File: src/mbrm_pkg.sv
// Shared types, codes and the CRC-16/Modbus byte update for the Modbus read master.
package mbrm_pkg;

  localparam int APB_ADDR_W = 3;
  localparam int APB_DATA_W = 32;

  localparam logic REG_TIMEOUT = 1'b0;
  localparam logic REG_MAX_ATTEMPTS = 1'b1;

  localparam logic [15:0] TIMEOUT_RESET = 16'd100;
  localparam logic [3:0] MAX_ATTEMPTS_RESET = 4'd3;

  localparam logic [1:0] OP_START = 2'd0;
  localparam logic [1:0] OP_BYTE = 2'd1;
  localparam logic [1:0] OP_TICK = 2'd2;

  localparam logic [1:0] KIND_TX = 2'd0;
  localparam logic [1:0] KIND_OK = 2'd1;
  localparam logic [1:0] KIND_FAIL = 2'd2;

  localparam logic [7:0] FUNC_READ_HOLDING = 8'h03;
  localparam logic [7:0] REPLY_BYTE_COUNT = 8'h02;
  localparam logic [15:0] QUANTITY_ONE = 16'h0001;
  localparam logic [15:0] CRC_INIT = 16'hFFFF;
  localparam logic [15:0] CRC_POLY = 16'hA001;

  typedef struct packed {
    logic [1:0] kind;
    logic [7:0] slave;
    logic [15:0] register_addr;
    logic [15:0] data;
  } desc_t;

  function automatic logic [15:0] crc16_add(input logic [15:0] crc, input logic [7:0] b);
    logic [15:0] c;
    c = crc ^ {8'h00, b};
    for (int k = 0; k < 8; k++) begin
      if (c[0]) begin
        c = (c >> 1) ^ CRC_POLY;
      end else begin
        c = c >> 1;
      end
    end
    return c;
  endfunction

endpackage

File: src/mbrm_if.sv
// Stream interfaces for command beats in and result beats out.
interface mbrm_cmd_if;
  logic valid;
  logic ready;
  logic [1:0] opcode;
  logic [7:0] slave_address;
  logic [15:0] register_address;
  logic [7:0] rx_byte;

  modport source (output valid, opcode, slave_address, register_address, rx_byte,
                  input ready);
  modport sink (input valid, opcode, slave_address, register_address, rx_byte,
                output ready);
endinterface

interface mbrm_res_if;
  logic valid;
  logic ready;
  logic [1:0] kind;
  logic [7:0] tx_byte;
  logic [15:0] reading;
  logic last;

  modport source (output valid, kind, tx_byte, reading, last, input ready);
  modport sink (input valid, kind, tx_byte, reading, last, output ready);
endinterface

File: src/mbrm_core.sv
// Transaction state machine: reply checking, timeout, attempt count, result descriptors.
module mbrm_core (
  input  logic clk,
  input  logic rst,
  input  logic accept,
  input  logic [1:0] opcode,
  input  logic [7:0] slave_address,
  input  logic [15:0] register_address,
  input  logic [7:0] rx_byte,
  input  logic [15:0] timeout_ticks,
  input  logic [3:0] max_attempts,
  output logic desc_wr,
  output mbrm_pkg::desc_t desc
);
  import mbrm_pkg::*;

  localparam logic [2:0] PH_IDLE = 3'd0;
  localparam logic [2:0] PH_ADDR = 3'd1;
  localparam logic [2:0] PH_FUNC = 3'd2;
  localparam logic [2:0] PH_COUNT = 3'd3;
  localparam logic [2:0] PH_DATA_HI = 3'd4;
  localparam logic [2:0] PH_DATA_LO = 3'd5;
  localparam logic [2:0] PH_CRC_LO = 3'd6;
  localparam logic [2:0] PH_CRC_HI = 3'd7;

  logic [2:0] phase, phase_next;
  logic [3:0] attempts_used, attempts_used_next;
  logic [15:0] silence_timer, silence_timer_next;
  logic [15:0] reply_crc, reply_crc_next;
  logic [15:0] reply_data, reply_data_next;
  logic [7:0] crc_low_byte, crc_low_byte_next;
  logic [7:0] target_slave, target_slave_next;
  logic [15:0] target_register, target_register_next;

  logic busy;
  logic retry;
  logic ok;
  logic [15:0] tick_count;
  logic [3:0] att;

  assign busy = (phase != PH_IDLE);

  always_comb begin
    phase_next = phase;
    attempts_used_next = attempts_used;
    silence_timer_next = silence_timer;
    reply_crc_next = reply_crc;
    reply_data_next = reply_data;
    crc_low_byte_next = crc_low_byte;
    target_slave_next = target_slave;
    target_register_next = target_register;
    desc_wr = 1'b0;
    desc = '0;
    retry = 1'b0;
    ok = 1'b1;
    tick_count = silence_timer;
    att = attempts_used;

    if (accept) begin
      case (opcode)
        OP_START: begin
          target_slave_next = slave_address;
          target_register_next = register_address;
          att = 4'd0;
          retry = 1'b1;
        end
        OP_BYTE: begin
          if (busy) begin
            silence_timer_next = '0;
            case (phase)
              PH_ADDR: ok = (rx_byte == target_slave);
              PH_FUNC: ok = (rx_byte == FUNC_READ_HOLDING);
              PH_COUNT: ok = (rx_byte == REPLY_BYTE_COUNT);
              PH_DATA_HI: reply_data_next = {rx_byte, 8'h00};
              PH_DATA_LO: reply_data_next = {reply_data[15:8], rx_byte};
              PH_CRC_LO: crc_low_byte_next = rx_byte;
              default: ok = 1'b1;
            endcase
            if (!ok) begin
              retry = 1'b1;
            end else if (phase == PH_CRC_HI) begin
              if ({rx_byte, crc_low_byte} == reply_crc) begin
                phase_next = PH_IDLE;
                desc_wr = 1'b1;
                desc.kind = KIND_OK;
                desc.data = reply_data;
              end else begin
                retry = 1'b1;
              end
            end else begin
              if (phase <= PH_DATA_LO) begin
                reply_crc_next = crc16_add(reply_crc, rx_byte);
              end
              phase_next = phase + 3'd1;
            end
          end
        end
        OP_TICK: begin
          if (busy) begin
            if (silence_timer != 16'hFFFF) begin
              tick_count = silence_timer + 16'd1;
            end
            silence_timer_next = tick_count;
            if (tick_count >= timeout_ticks) begin
              retry = 1'b1;
            end
          end
        end
        default: retry = 1'b0;
      endcase
    end

    if (retry) begin
      attempts_used_next = att;
      silence_timer_next = '0;
      desc_wr = 1'b1;
      if (att >= max_attempts) begin
        phase_next = PH_IDLE;
        desc.kind = KIND_FAIL;
      end else begin
        attempts_used_next = att + 4'd1;
        phase_next = PH_ADDR;
        reply_crc_next = CRC_INIT;
        reply_data_next = '0;
        crc_low_byte_next = '0;
        desc.kind = KIND_TX;
        desc.slave = target_slave_next;
        desc.register_addr = target_register_next;
      end
    end
  end

  always_ff @(posedge clk) begin
    if (rst) begin
      phase <= PH_IDLE;
      attempts_used <= '0;
      silence_timer <= '0;
      reply_crc <= CRC_INIT;
      reply_data <= '0;
      crc_low_byte <= '0;
      target_slave <= '0;
      target_register <= '0;
    end else begin
      phase <= phase_next;
      attempts_used <= attempts_used_next;
      silence_timer <= silence_timer_next;
      reply_crc <= reply_crc_next;
      reply_data <= reply_data_next;
      crc_low_byte <= crc_low_byte_next;
      target_slave <= target_slave_next;
      target_register <= target_register_next;
    end
  end

`ifndef SYNTHESIS
  a_idle_no_timer: assert property (@(posedge clk) disable iff (rst)
    (phase == PH_IDLE) |-> (silence_timer == 16'd0))
    else $error("silence timer running while idle");
`endif

endmodule

File: src/mbrm_emitter.sv
// Result serializer: pending descriptor slot, request byte sequencing with running CRC.
module mbrm_emitter (
  input  logic clk,
  input  logic rst,
  input  logic desc_wr,
  input  mbrm_pkg::desc_t desc,
  output logic pend_full,
  mbrm_res_if.source res
);
  import mbrm_pkg::*;

  logic pend_valid;
  desc_t pend;
  logic cur_valid;
  desc_t cur;
  logic [2:0] idx;
  logic [15:0] crc;
  logic beat;
  logic load;
  logic [7:0] req_byte;

  always_comb begin
    case (idx)
      3'd0: req_byte = cur.slave;
      3'd1: req_byte = FUNC_READ_HOLDING;
      3'd2: req_byte = cur.register_addr[15:8];
      3'd3: req_byte = cur.register_addr[7:0];
      3'd4: req_byte = QUANTITY_ONE[15:8];
      3'd5: req_byte = QUANTITY_ONE[7:0];
      3'd6: req_byte = crc[7:0];
      3'd7: req_byte = crc[15:8];
      default: req_byte = 8'h00;
    endcase
  end

  assign res.valid = cur_valid;
  assign res.kind = cur.kind;
  assign res.tx_byte = (cur.kind == KIND_TX) ? req_byte : 8'h00;
  assign res.reading = (cur.kind == KIND_OK) ? cur.data : 16'h0000;
  assign res.last = (cur.kind != KIND_TX) || (idx == 3'd7);

  assign beat = res.valid && res.ready;
  assign load = pend_valid && (!cur_valid || (beat && res.last));
  assign pend_full = pend_valid && !load;

  always_ff @(posedge clk) begin
    if (rst) begin
      pend_valid <= 1'b0;
      cur_valid <= 1'b0;
      idx <= '0;
    end else begin
      if (desc_wr) begin
        pend_valid <= 1'b1;
      end else if (load) begin
        pend_valid <= 1'b0;
      end
      if (load) begin
        cur_valid <= 1'b1;
        idx <= '0;
      end else if (beat) begin
        if (res.last) begin
          cur_valid <= 1'b0;
          idx <= '0;
        end else begin
          idx <= idx + 3'd1;
        end
      end
    end
  end

  always_ff @(posedge clk) begin
    if (desc_wr) begin
      pend <= desc;
    end
    if (load) begin
      cur <= pend;
      crc <= CRC_INIT;
    end else if (beat && idx <= 3'd5) begin
      crc <= crc16_add(crc, req_byte);
    end
  end

`ifndef SYNTHESIS
  a_no_overwrite: assert property (@(posedge clk) disable iff (rst)
    desc_wr |-> (!pend_valid || load))
    else $error("descriptor written into a full slot");
  a_idx_only_tx: assert property (@(posedge clk) disable iff (rst)
    (idx != 3'd0) |-> (cur_valid && cur.kind == KIND_TX))
    else $error("byte index advanced outside a request");
  a_idx_step: assert property (@(posedge clk) disable iff (rst)
    (beat && !res.last) |=> (cur_valid && idx == $past(idx) + 3'd1))
    else $error("request byte sequence broken");
`endif

endmodule

File: src/modbus_read_register_master_top.sv
// Top level of the Modbus RTU single holding register read master.
// Each command beat is accepted when the one-deep descriptor slot is free; byte and tick
// commands that cause no result never occupy it. A start or retry yields eight transmit
// beats (address, 0x03, register, count 1, CRC low, CRC high), one per cycle while
// res.ready holds, from the result serializer, which forms the request CRC a byte per
// beat; success and failure each yield one beat. A new command can be taken while the
// previous request is still going out. Registers: timeout_ticks at 0x0 and max_attempts
// at 0x4 on the APB port; the user must write them only while the engine is quiet, as
// the block itself does not enforce this.
module modbus_read_register_master_top (
  input  logic clk,
  input  logic rst,
  mbrm_cmd_if.sink cmd,
  mbrm_res_if.source res,
  input  logic psel,
  input  logic penable,
  input  logic pwrite,
  input  logic [mbrm_pkg::APB_ADDR_W-1:0] paddr,
  input  logic [mbrm_pkg::APB_DATA_W-1:0] pwdata,
  output logic [mbrm_pkg::APB_DATA_W-1:0] prdata,
  output logic pready
);
  import mbrm_pkg::*;

  logic [15:0] timeout_ticks;
  logic [3:0] max_attempts;
  logic cfg_wr;
  logic accept;
  logic pend_full;
  logic desc_wr;
  desc_t desc;

  assign pready = 1'b1;
  assign cfg_wr = psel && penable && pwrite && pready;

  always_ff @(posedge clk) begin
    if (rst) begin
      timeout_ticks <= TIMEOUT_RESET;
      max_attempts <= MAX_ATTEMPTS_RESET;
    end else if (cfg_wr) begin
      if (paddr[2] == REG_TIMEOUT) begin
        timeout_ticks <= pwdata[15:0];
      end else begin
        max_attempts <= pwdata[3:0];
      end
    end
  end

  always_comb begin
    if (paddr[2] == REG_MAX_ATTEMPTS) begin
      prdata = {{(APB_DATA_W-4){1'b0}}, max_attempts};
    end else begin
      prdata = {{(APB_DATA_W-16){1'b0}}, timeout_ticks};
    end
  end

  assign cmd.ready = !pend_full;
  assign accept = cmd.valid && cmd.ready;

  mbrm_core u_core (
    .clk              (clk),
    .rst              (rst),
    .accept           (accept),
    .opcode           (cmd.opcode),
    .slave_address    (cmd.slave_address),
    .register_address (cmd.register_address),
    .rx_byte          (cmd.rx_byte),
    .timeout_ticks    (timeout_ticks),
    .max_attempts     (max_attempts),
    .desc_wr          (desc_wr),
    .desc             (desc)
  );

  mbrm_emitter u_emitter (
    .clk       (clk),
    .rst       (rst),
    .desc_wr   (desc_wr),
    .desc      (desc),
    .pend_full (pend_full),
    .res       (res)
  );

endmodule
File: src/flat_wrapper.sv
// flat-port wrapper written by rule: the top's interface ports become plain ports
module modbus_read_register_master_top_flat import mbrm_pkg::*;
  (clk, rst, psel, penable, pwrite, paddr, pwdata, prdata, pready, cmd_valid, cmd_opcode, cmd_slave_address, cmd_register_address, cmd_rx_byte, cmd_ready, res_valid, res_kind, res_tx_byte, res_reading, res_last, res_ready);
  mbrm_cmd_if cmd_i ();
  mbrm_res_if res_i ();
  input  logic clk;
  input  logic rst;
  input  logic psel;
  input  logic penable;
  input  logic pwrite;
  input  logic [mbrm_pkg::APB_ADDR_W-1:0] paddr;
  input  logic [mbrm_pkg::APB_DATA_W-1:0] pwdata;
  output logic [mbrm_pkg::APB_DATA_W-1:0] prdata;
  output logic pready;
  input wire logic [$bits(cmd_i.valid)-1:0] cmd_valid;
  input wire logic [$bits(cmd_i.opcode)-1:0] cmd_opcode;
  input wire logic [$bits(cmd_i.slave_address)-1:0] cmd_slave_address;
  input wire logic [$bits(cmd_i.register_address)-1:0] cmd_register_address;
  input wire logic [$bits(cmd_i.rx_byte)-1:0] cmd_rx_byte;
  output wire logic [$bits(cmd_i.ready)-1:0] cmd_ready;
  output wire logic [$bits(res_i.valid)-1:0] res_valid;
  output wire logic [$bits(res_i.kind)-1:0] res_kind;
  output wire logic [$bits(res_i.tx_byte)-1:0] res_tx_byte;
  output wire logic [$bits(res_i.reading)-1:0] res_reading;
  output wire logic [$bits(res_i.last)-1:0] res_last;
  input wire logic [$bits(res_i.ready)-1:0] res_ready;
  assign cmd_i.valid = cmd_valid;
  assign cmd_i.opcode = cmd_opcode;
  assign cmd_i.slave_address = cmd_slave_address;
  assign cmd_i.register_address = cmd_register_address;
  assign cmd_i.rx_byte = cmd_rx_byte;
  assign cmd_ready = cmd_i.ready;
  assign res_valid = res_i.valid;
  assign res_kind = res_i.kind;
  assign res_tx_byte = res_i.tx_byte;
  assign res_reading = res_i.reading;
  assign res_last = res_i.last;
  assign res_i.ready = res_ready;
  modbus_read_register_master_top u_core (.clk(clk), .rst(rst), .cmd(cmd_i), .res(res_i), .psel(psel), .penable(penable), .pwrite(pwrite), .paddr(paddr), .pwdata(pwdata), .prdata(prdata), .pready(pready));
endmodule
File: config.mk
export PLATFORM = sky130hd
export DESIGN_NAME = modbus_read_register_master_top_flat
export DESIGN_NICKNAME = d
export VERILOG_FILES = /design/src/mbrm_pkg.sv /design/src/mbrm_if.sv /design/src/mbrm_core.sv /design/src/mbrm_emitter.sv /design/src/modbus_read_register_master_top.sv /design/src/flat_wrapper.sv
export SDC_FILE = /design/constraint.sdc
export NUM_CORES = 1
export LEC_CHECK = 0
export ABC_AREA = 1
export BUFFER_PORTS_ARGS = -buffer_cell sky130_fd_sc_hd__clkbuf_2
export CORE_MARGIN = 1.5
export CORE_UTILIZATION = 50
export DETAILED_ROUTE_END_ITERATION = 8
export PLACE_DENSITY = 0.77
export SETUP_SLACK_MARGIN = 0.2
export SKIP_LAST_GASP = 1
export SLEW_MARGIN = 20
export SYNTH_ARGS = -nofsm -noshare
export SYNTH_HDL_FRONTEND = slang
export SYNTH_HIERARCHICAL = 1
export SYNTH_SLANG_ARGS = --single-unit
File: constraint.sdc
create_clock -name clk -period 7.5 [get_ports clk]
set_input_delay 0.75 -clock clk [delete_from_list [all_inputs] [get_ports clk]]
set_output_delay 0.75 -clock clk [all_outputs]
set_load 0.1 [all_outputs]
# --- Word-level counts from Yosys, hierarchy flattened ---
# Index checks and enable logic that the tools add are counted.
totals:
  out_inout_bits: 62
  ff_bits: 212
  wordCells: 262
  in_bits: 76
classes:
  n_eq_ne: 25
  magnitude_cmp: 4
  reduce_logical: 35
  mux: 152
  bitwise: 20
  add_sub_neg: 4
ops:
  columns: ["operator", "count"]
  rows:
  - ["two-way mux 16 bit", 95]
  - ["two-way mux 8 bit", 9]
  - ["case mux 16 bit (2 select lines)", 2]
  - ["case mux 8 bit (8 select lines)", 1]
  - ["NOT 2 -> 3 bit", 16]
  - ["XOR 16 x 8 -> 16 bit", 2]
  - ["two-way mux 1 bit", 28]
  - ["two-way mux 26 bit", 1]
  - ["equality test 3 bit, second input constant", 8]
  - ["two-way mux 24 bit", 1]
  - ["two-way mux 3 bit", 8]
  - ["nonzero test 2 bit", 9]
  - ["adder 16 x 1 -> 16 bit, second input constant", 1]
  - ["equality test 16 bit", 1]
  - ["equality test 8 x 2 -> 1 bit, second input constant", 2]
  - ["greater-or-equal comparator 16 bit", 1]
  - ["inequality test 16 bit, second input constant", 1]
  - ["equality test 3 x 2 -> 1 bit, second input constant", 4]
  - ["two-way mux 4 bit", 3]
  - ["equality test 8 bit", 1]
  - ["logical AND 1 bit", 8]
  - ["adder 3 x 1 -> 3 bit, second input constant", 2]
  - ["equality test 3 x 1 -> 1 bit, second input constant", 2]
  - ["less-or-equal comparator 3 bit, second input constant", 2]
  - ["other kinds (19)", 32]

# --- Logic depth before layout (Yosys ltp) ---
depth:
  ltp_word: 72
  ltp_mapped: 23
  ltp_nobuf: 21

# --- Modules after synthesis ---
# The synthesis kept the hierarchy.
by_module_without_submodules:
  columns: ["module", "cells_each", "area_each_um2", "seq_area_each_um2", "instances"]
  rows:
  - ["mbrm_core", 857, 5617.9, 1741.7, 1]
  - ["mbrm_emitter", 408, 4433.0, 2942.8, 1]
  - ["modbus_read_register_master_top", 184, 1168.6, 400.4, 1]

# --- Worst setup path before layout ---
# No wires, ideal clock.
synth_timing:
  path_kind: "register to register"
  from: "register u_core.u_emitter.cur_valid, in the netlist u_core/u_emitter/res.valid"
  to: "register u_core/u_emitter/pend[0] (netlist name) (enable)"
  slack_ns: 3.439
  n_path_buf: 2
  synth_period_minus_slack_ns: 4.061
  setup_time_ns: 0.401
  required_ns: 7.099
  t_arrival_ns: 3.660
  stages_incl_launch_ff: 12
  path_cell_list: "dfxtp_1 -> nand2_1 -> o21ai_1 -> nor2_1 -> nor2_1 -> clkbuf_1 -> nand2_1 -> or2_2 -> buf_2 -> nand2_4 -> inv_2 -> nand2_1"
synth_via:
  elab_chain_len: 10
  elab_cells_between_ends: 12
  classes_between: "mux (3); reduce/logical (9)"
synth_rtl:
  columns: ["element", "line_no", "source"]
  rows:
  - ["start, declared", "mbrm_emitter.sv:14", "logic cur_valid;"]
  - ["start signal, assigned", "mbrm_emitter.sv:49", "cur_valid <= 1'b0;"]
  - ["start signal, assigned", "mbrm_emitter.sv:58", "cur_valid <= 1'b1;"]
  - ["start signal, assigned", "mbrm_emitter.sv:62", "cur_valid <= 1'b0;"]
  - ["logical AND 1 bit", "mbrm_emitter.sv:42", "assign beat = res.valid && res.ready;"]
  - ["logical AND 1 bit", "mbrm_emitter.sv:43", "assign load = pend_valid && (!cur_valid || (beat && res.last));"]
  - ["logical OR 1 bit *", "mbrm_emitter.sv:43", null]
  - ["logical AND 1 bit *", "mbrm_emitter.sv:43", null]
  - ["logical NOT 1 bit *", "mbrm_emitter.sv:44", "assign pend_full = pend_valid && !load;"]
  - ["logical AND 1 bit *", "mbrm_emitter.sv:44", null]
  - ["via u_core.pend_full", "modbus_read_register_master_top.sv:29", "logic pend_full;"]
  - ["logical NOT 1 bit *", "modbus_read_register_master_top.sv:57", "assign cmd.ready = !pend_full;"]
  - ["logical AND 1 bit *", "modbus_read_register_master_top.sv:58", "assign accept = cmd.valid && cmd.ready;"]
  - ["via u_core.accept", "modbus_read_register_master_top.sv:28", "logic accept;"]
  - ["two-way mux 1 bit", "mbrm_core.sv:59", "if (accept) begin"]
  - ["two-way mux 1 bit *", "mbrm_core.sv:113", "if (retry) begin"]
  - ["via u_core.desc_wr", "modbus_read_register_master_top.sv:30", "logic desc_wr;"]
  - ["end signal, assigned", "mbrm_emitter.sv:73", "pend <= desc;"]
  - ["end, declared", "mbrm_emitter.sv:13", "desc_t pend;"]
# The timed path passes the listed nets; every way through them passes the cells marked *.
# A chain may end at the register's enable or synchronous reset.

# --- Final worst setup path ---
layout_timing:
  from: "register u_core.u_core.silence_timer[0]"
  to: "register u_core.u_emitter.pend_valid"
layout_via:
  elab_chain_len: 12
  elab_cells_between_ends: 14
  classes_between: "add/sub (1); order compare (1); eq/ne (1); mux (10); reduce/logical (1)"
layout_rtl:
  columns: ["element", "line_no", "source"]
  rows:
  - ["start, declared", "mbrm_core.sv:28", "logic [15:0] silence_timer, silence_timer_next;"]
  - ["start signal, assigned", "mbrm_core.sv:146", "silence_timer <= silence_timer_next;"]
  - ["adder 16 x 1 -> 16 bit / inequality test 16 bit (equally long branches)", "mbrm_core.sv:101, mbrm_core.sv:100", null]
  - ["two-way mux 16 bit *", "mbrm_core.sv:100", "if (silence_timer != 16'hFFFF) begin"]
  - ["two-way mux 16 bit *", "mbrm_core.sv:99", "if (busy) begin"]
  - ["two-way mux 16 bit *", "mbrm_core.sv:60", "case (opcode)"]
  - ["two-way mux 16 bit *", "mbrm_core.sv:59", null]
  - ["greater-or-equal comparator 16 bit *", "mbrm_core.sv:104", "if (tick_count >= timeout_ticks) begin"]
  - ["two-way mux 1 bit *", "mbrm_core.sv:104", null]
  - ["two-way mux 1 bit *", "mbrm_core.sv:99", null]
  - ["case mux 1 bit (3 select lines) *", "mbrm_core.sv:60", null]
  - ["two-way mux 1 bit *", "mbrm_core.sv:59", null]
  - ["two-way mux 1 bit *", "mbrm_core.sv:113", null]
  - ["via u_core.desc_wr", "modbus_read_register_master_top.sv:30", null]
  - ["two-way mux 1 bit / nonzero test 2 bit (equally long branches)", null, null]
  - ["end signal, assigned", "mbrm_emitter.sv:48", "pend_valid <= 1'b0;"]
  - ["end signal, assigned", "mbrm_emitter.sv:53", "pend_valid <= 1'b1;"]
  - ["end signal, assigned", "mbrm_emitter.sv:55", "pend_valid <= 1'b0;"]
  - ["end, declared", "mbrm_emitter.sv:12", "logic pend_valid;"]
# The timed path passes the listed nets; every way through them passes the cells marked *. The select of a mux whose other input is x is not followed.

==> flow_metrics.py <==
metrics = {
    "drt": {
        "vias": 9253,
        "routed_wl_microns": 24100,
        "vias_per_cell": 5.06,
        "wire_per_inst_microns": 13.2,
        "firstDrtPassIters": 5,
        "drt_iter0_drc": 715,
        "ant_nets": 0,
        "drc": 0,
    },
    "cells_and_area": {
        "final_nets": 1647,
        "finalNonFillerCells": 1830,
        "layout.cells.most_common": "nand2_1",
        "layout_common_cells": "348 x nand2_1, 213 x nor2_1, 211 x inv_1, 128 x dfxtp_1, 102 x clkbuf_2",
        "drive_above_1_share_pct": 14.0,
        "antennaDiodeCount": 0,
        "final_core_util_pct": 56.6,
        "fillers": 1989,
        "area_growth_pct": 10.5,
    },
    "clock_tree": {
        "root_buffer": "clkbuf_16",
        "cts_setup_buffers": 0,
        "h-tree-depth": 1,
        "tritoncts": "yes",
        "hold_buffers": 0,
        "clk_latency_ps": 490,
        "cts_made_buffers": 22,
        "cts.repair.resized": 0,
        "ctsLongestPathBuffers": 3,
        "cts_sinks": 212,
        "clk_pin_slew_ps": 60,
    },
    "setup_path": {
        "critical_path_class": "flop to flop",
        "cp.arrival_ps": 4770,
        "cp_common_cell": "nand4_1",
        "crit_family": "simple AND/OR/NAND/NOR gates",
        "cp_num_buf_inv": 1,
        "max_stage_delay_ps": 580,
        "reg2reg_slack_ps": 3110,
        "crit_chain": "ha_1 > nand2_1 > nor2_1 > nand2_1 > nor2_1 > nand4_1 > nand4_1 > xor2_1 > ha_1 > a21oi_1 > o21ai_0 > a21oi_1 > nand4_1 > nand3_2 > nand2_4 > inv_2 > nand2_2 > o21ba_2",
        "path_max_fanout": 43,
        "critPathRequiredTime_ps": 7880,
        "worst_setup_path_end_kind": "flop",
        "crit_slowest_cell": "nand2_2",
        "start_kind": "flop",
    },
    "floorplanning": {
        "io_pins": 138,
        "core_sq_mm": 0.0219,
        "row_count": 54,
        "initial_core_util_pct": 51.3,
        "fp.dieH_microns": 153,
        "die_w_microns": 153,
        "die_area_sq_mm": 0.0233,
    },
    "sta": {
        "fin_crit_ps": 4390,
        "rsz0062_at_grt": "no",
        "setup_tns_ps": 0,
        "drv_slew": 0,
        "worst_slew_pin_slew_ps": 1050,
        "fmax_mhz": 228,
        "fin_crit_sh_pct": 58.5,
        "postLayoutSetupSlackWorst_ps": 3110,
        "clock_skew_ps": 7.68,
        "hold_viol": 0,
        "setup_viol": 0,
        "max_slew_margin_pct": 29.8,
    },
    "power": {
        "p_leak_uw": 0.00584,
        "power_density_mw_per_mm2": 212,
        "max-vdd-ir-drop_uv": 106,
        "p_total_uw": 2630,
    },
    "synth": {
        "syn_avg_cell_area_sq_um": 7.74,
        "yosysSeqAreaShare_pct": 45.3,
        "synth_seq_cells": 212,
        "yosysUniqueCellTypes": 49,
        "yosysTopAreaCellShare_pct": 22.8,
        "synth_cells": 1449,
        "yosys.area.top_type": "dfxtp_1",
        "synth.top_cells.by_area": "dfxtp_1 23%, edfxtp_1 22%, nand2_1 12%",
        "synth_area_sq_mm": 0.0112,
        "yosys_warnings": 6,
    },
    "grt": {
        "grt_pass1_vias": 8575,
        "grt_max_degree": 52,
        "grt_overflow_total": 0,
        "grt_first_pass_wirelength_microns": 40400,
        "track_usage_pct": 20.5,
        "grt_antenna_before_repair": 0,
    },
    "placement": {
        "dp_hpwl_microns": 17500,
        "io_buffer_count": 102,
        "dpl_worst_slack_ps": 3090,
        "dp_cells": 1790,
        "place.gp.congestion": 0.884,
    },
    "run_status": {
        "status": "finished, final reports clean",
    },
    "flow_run": {
        "cap_violations": 0,
    },
    "worst_hold_path": {
        "worst_hold_path_type": "flop to flop",
    },
}
final cells by class:
cell class | count | area [sq um] | area share [%]
Tap cell | 280 | 350 | 2.83
Multi-Input combinational cell | 970 | 4950 | 39.9
Inverter | 225 | 855 | 6.89
Clock buffer | 33 | 613 | 4.94
Timing Repair Buffer | 103 | 518 | 4.18
Clock inverter | 7 | 31.3 | 0.252
Sequential cell | 212 | 5080 | 41.0
where the power goes:
part           switching (uW)  internal (uW)
Clock                     423            563
Sequential               37.6           1240
Combinational             266            103
Total                     726           1910
cell families after synthesis:
kind of cell               after synthesis  share of synthesized area, %
AOI/OAI and AO/OA                      133                          7.14
xor gates and xnor gates                18                          1.41
adders and majority gates               37                          4.13
buffers and inverters                  282                          11.1
DFF                                    212                          45.3
muxes                                   23                          2.05
other                                    2                        0.0669
and+or+nand+nor                        742                          28.8
routing by layer:
layer	share of wire [%]	GRT usage (%)	vias to the layer above
met4	2.3	6.73	0
met3	6.4	3.04	43
met2	46	33.9	288
met1	45	27.8	4198
met5	0	0	-
li1	-	-	4724
sequential cells by signal (all words and copies together), names as in the netlist:
signal	cells
u_core/u_core/target_slave	8
u_core/u_core/reply_crc	16
u_core/timeout_ticks	16
u_core/u_core/phase	3
u_core/u_core/silence_timer	16
u_core/u_core/target_register	16
u_core/u_emitter/crc	16
u_core/u_emitter/pend	42
u_core/u_emitter/res.valid	1
u_core/u_core/crc_low_byte	8
u_core/u_emitter/pend_valid	1
u_core/u_emitter/res.kind	2
u_core/u_emitter/idx	3
u_core/u_core/attempts_used	4
u_core/max_attempts	4
u_core/u_core/reply_data	16
u_core/u_emitter/cur	40
stage by stage:
stage | hold WS, ps | area, sq um
after floorplan | 400 | 11300
after global placement | 400 | 11800
after detailed placement | 405 | 11800
after CTS | 413 | 12400
after global routing | 422 | 12400
final | 412 | 12400
cells in the mapped netlist, drive strengths merged:
library cell	n
nand2	374
nor2	244
inv	224
dfxtp	128
nand3	88
edfxtp	84
o21ai	51
buf	44
ha	37
a21oi	33
mux2i	23
nand4	19
a22oi	18
clkbuf	13
o22ai	13
xor2	12
o211ai	11
or2	11
xnor2	6
nor4	3
conb	2
nor3	2
o21a	2
a211oi	1
a22o	1
a31oi	1
clkinv	1
nor3b	1
o21ba	1
o31ai	1
final timing paths:
| kind | start | to | depth (start not counted) |
|---|---|---|---|
| worst min register to register | u_core/u_emitter/pend[25]$_DFFE_PP_ | u_core/u_emitter/cur[25]$_DFFE_PP_ | 0 |
| worst max register to register | u_core/u_core/silence_timer[0]$_SDFFE_PP0P_ | u_core/u_emitter/pend_valid$_SDFFE_PP0P_ | 18 |
| worst min-delay path | u_core/u_emitter/pend[25]$_DFFE_PP_ | u_core/u_emitter/cur[25]$_DFFE_PP_ | 0 |
| worst max-delay path | u_core/u_core/silence_timer[0]$_SDFFE_PP0P_ | u_core/u_emitter/pend_valid$_SDFFE_PP0P_ | 18 |
Note: power is estimated with default switching activity, not from simulation.
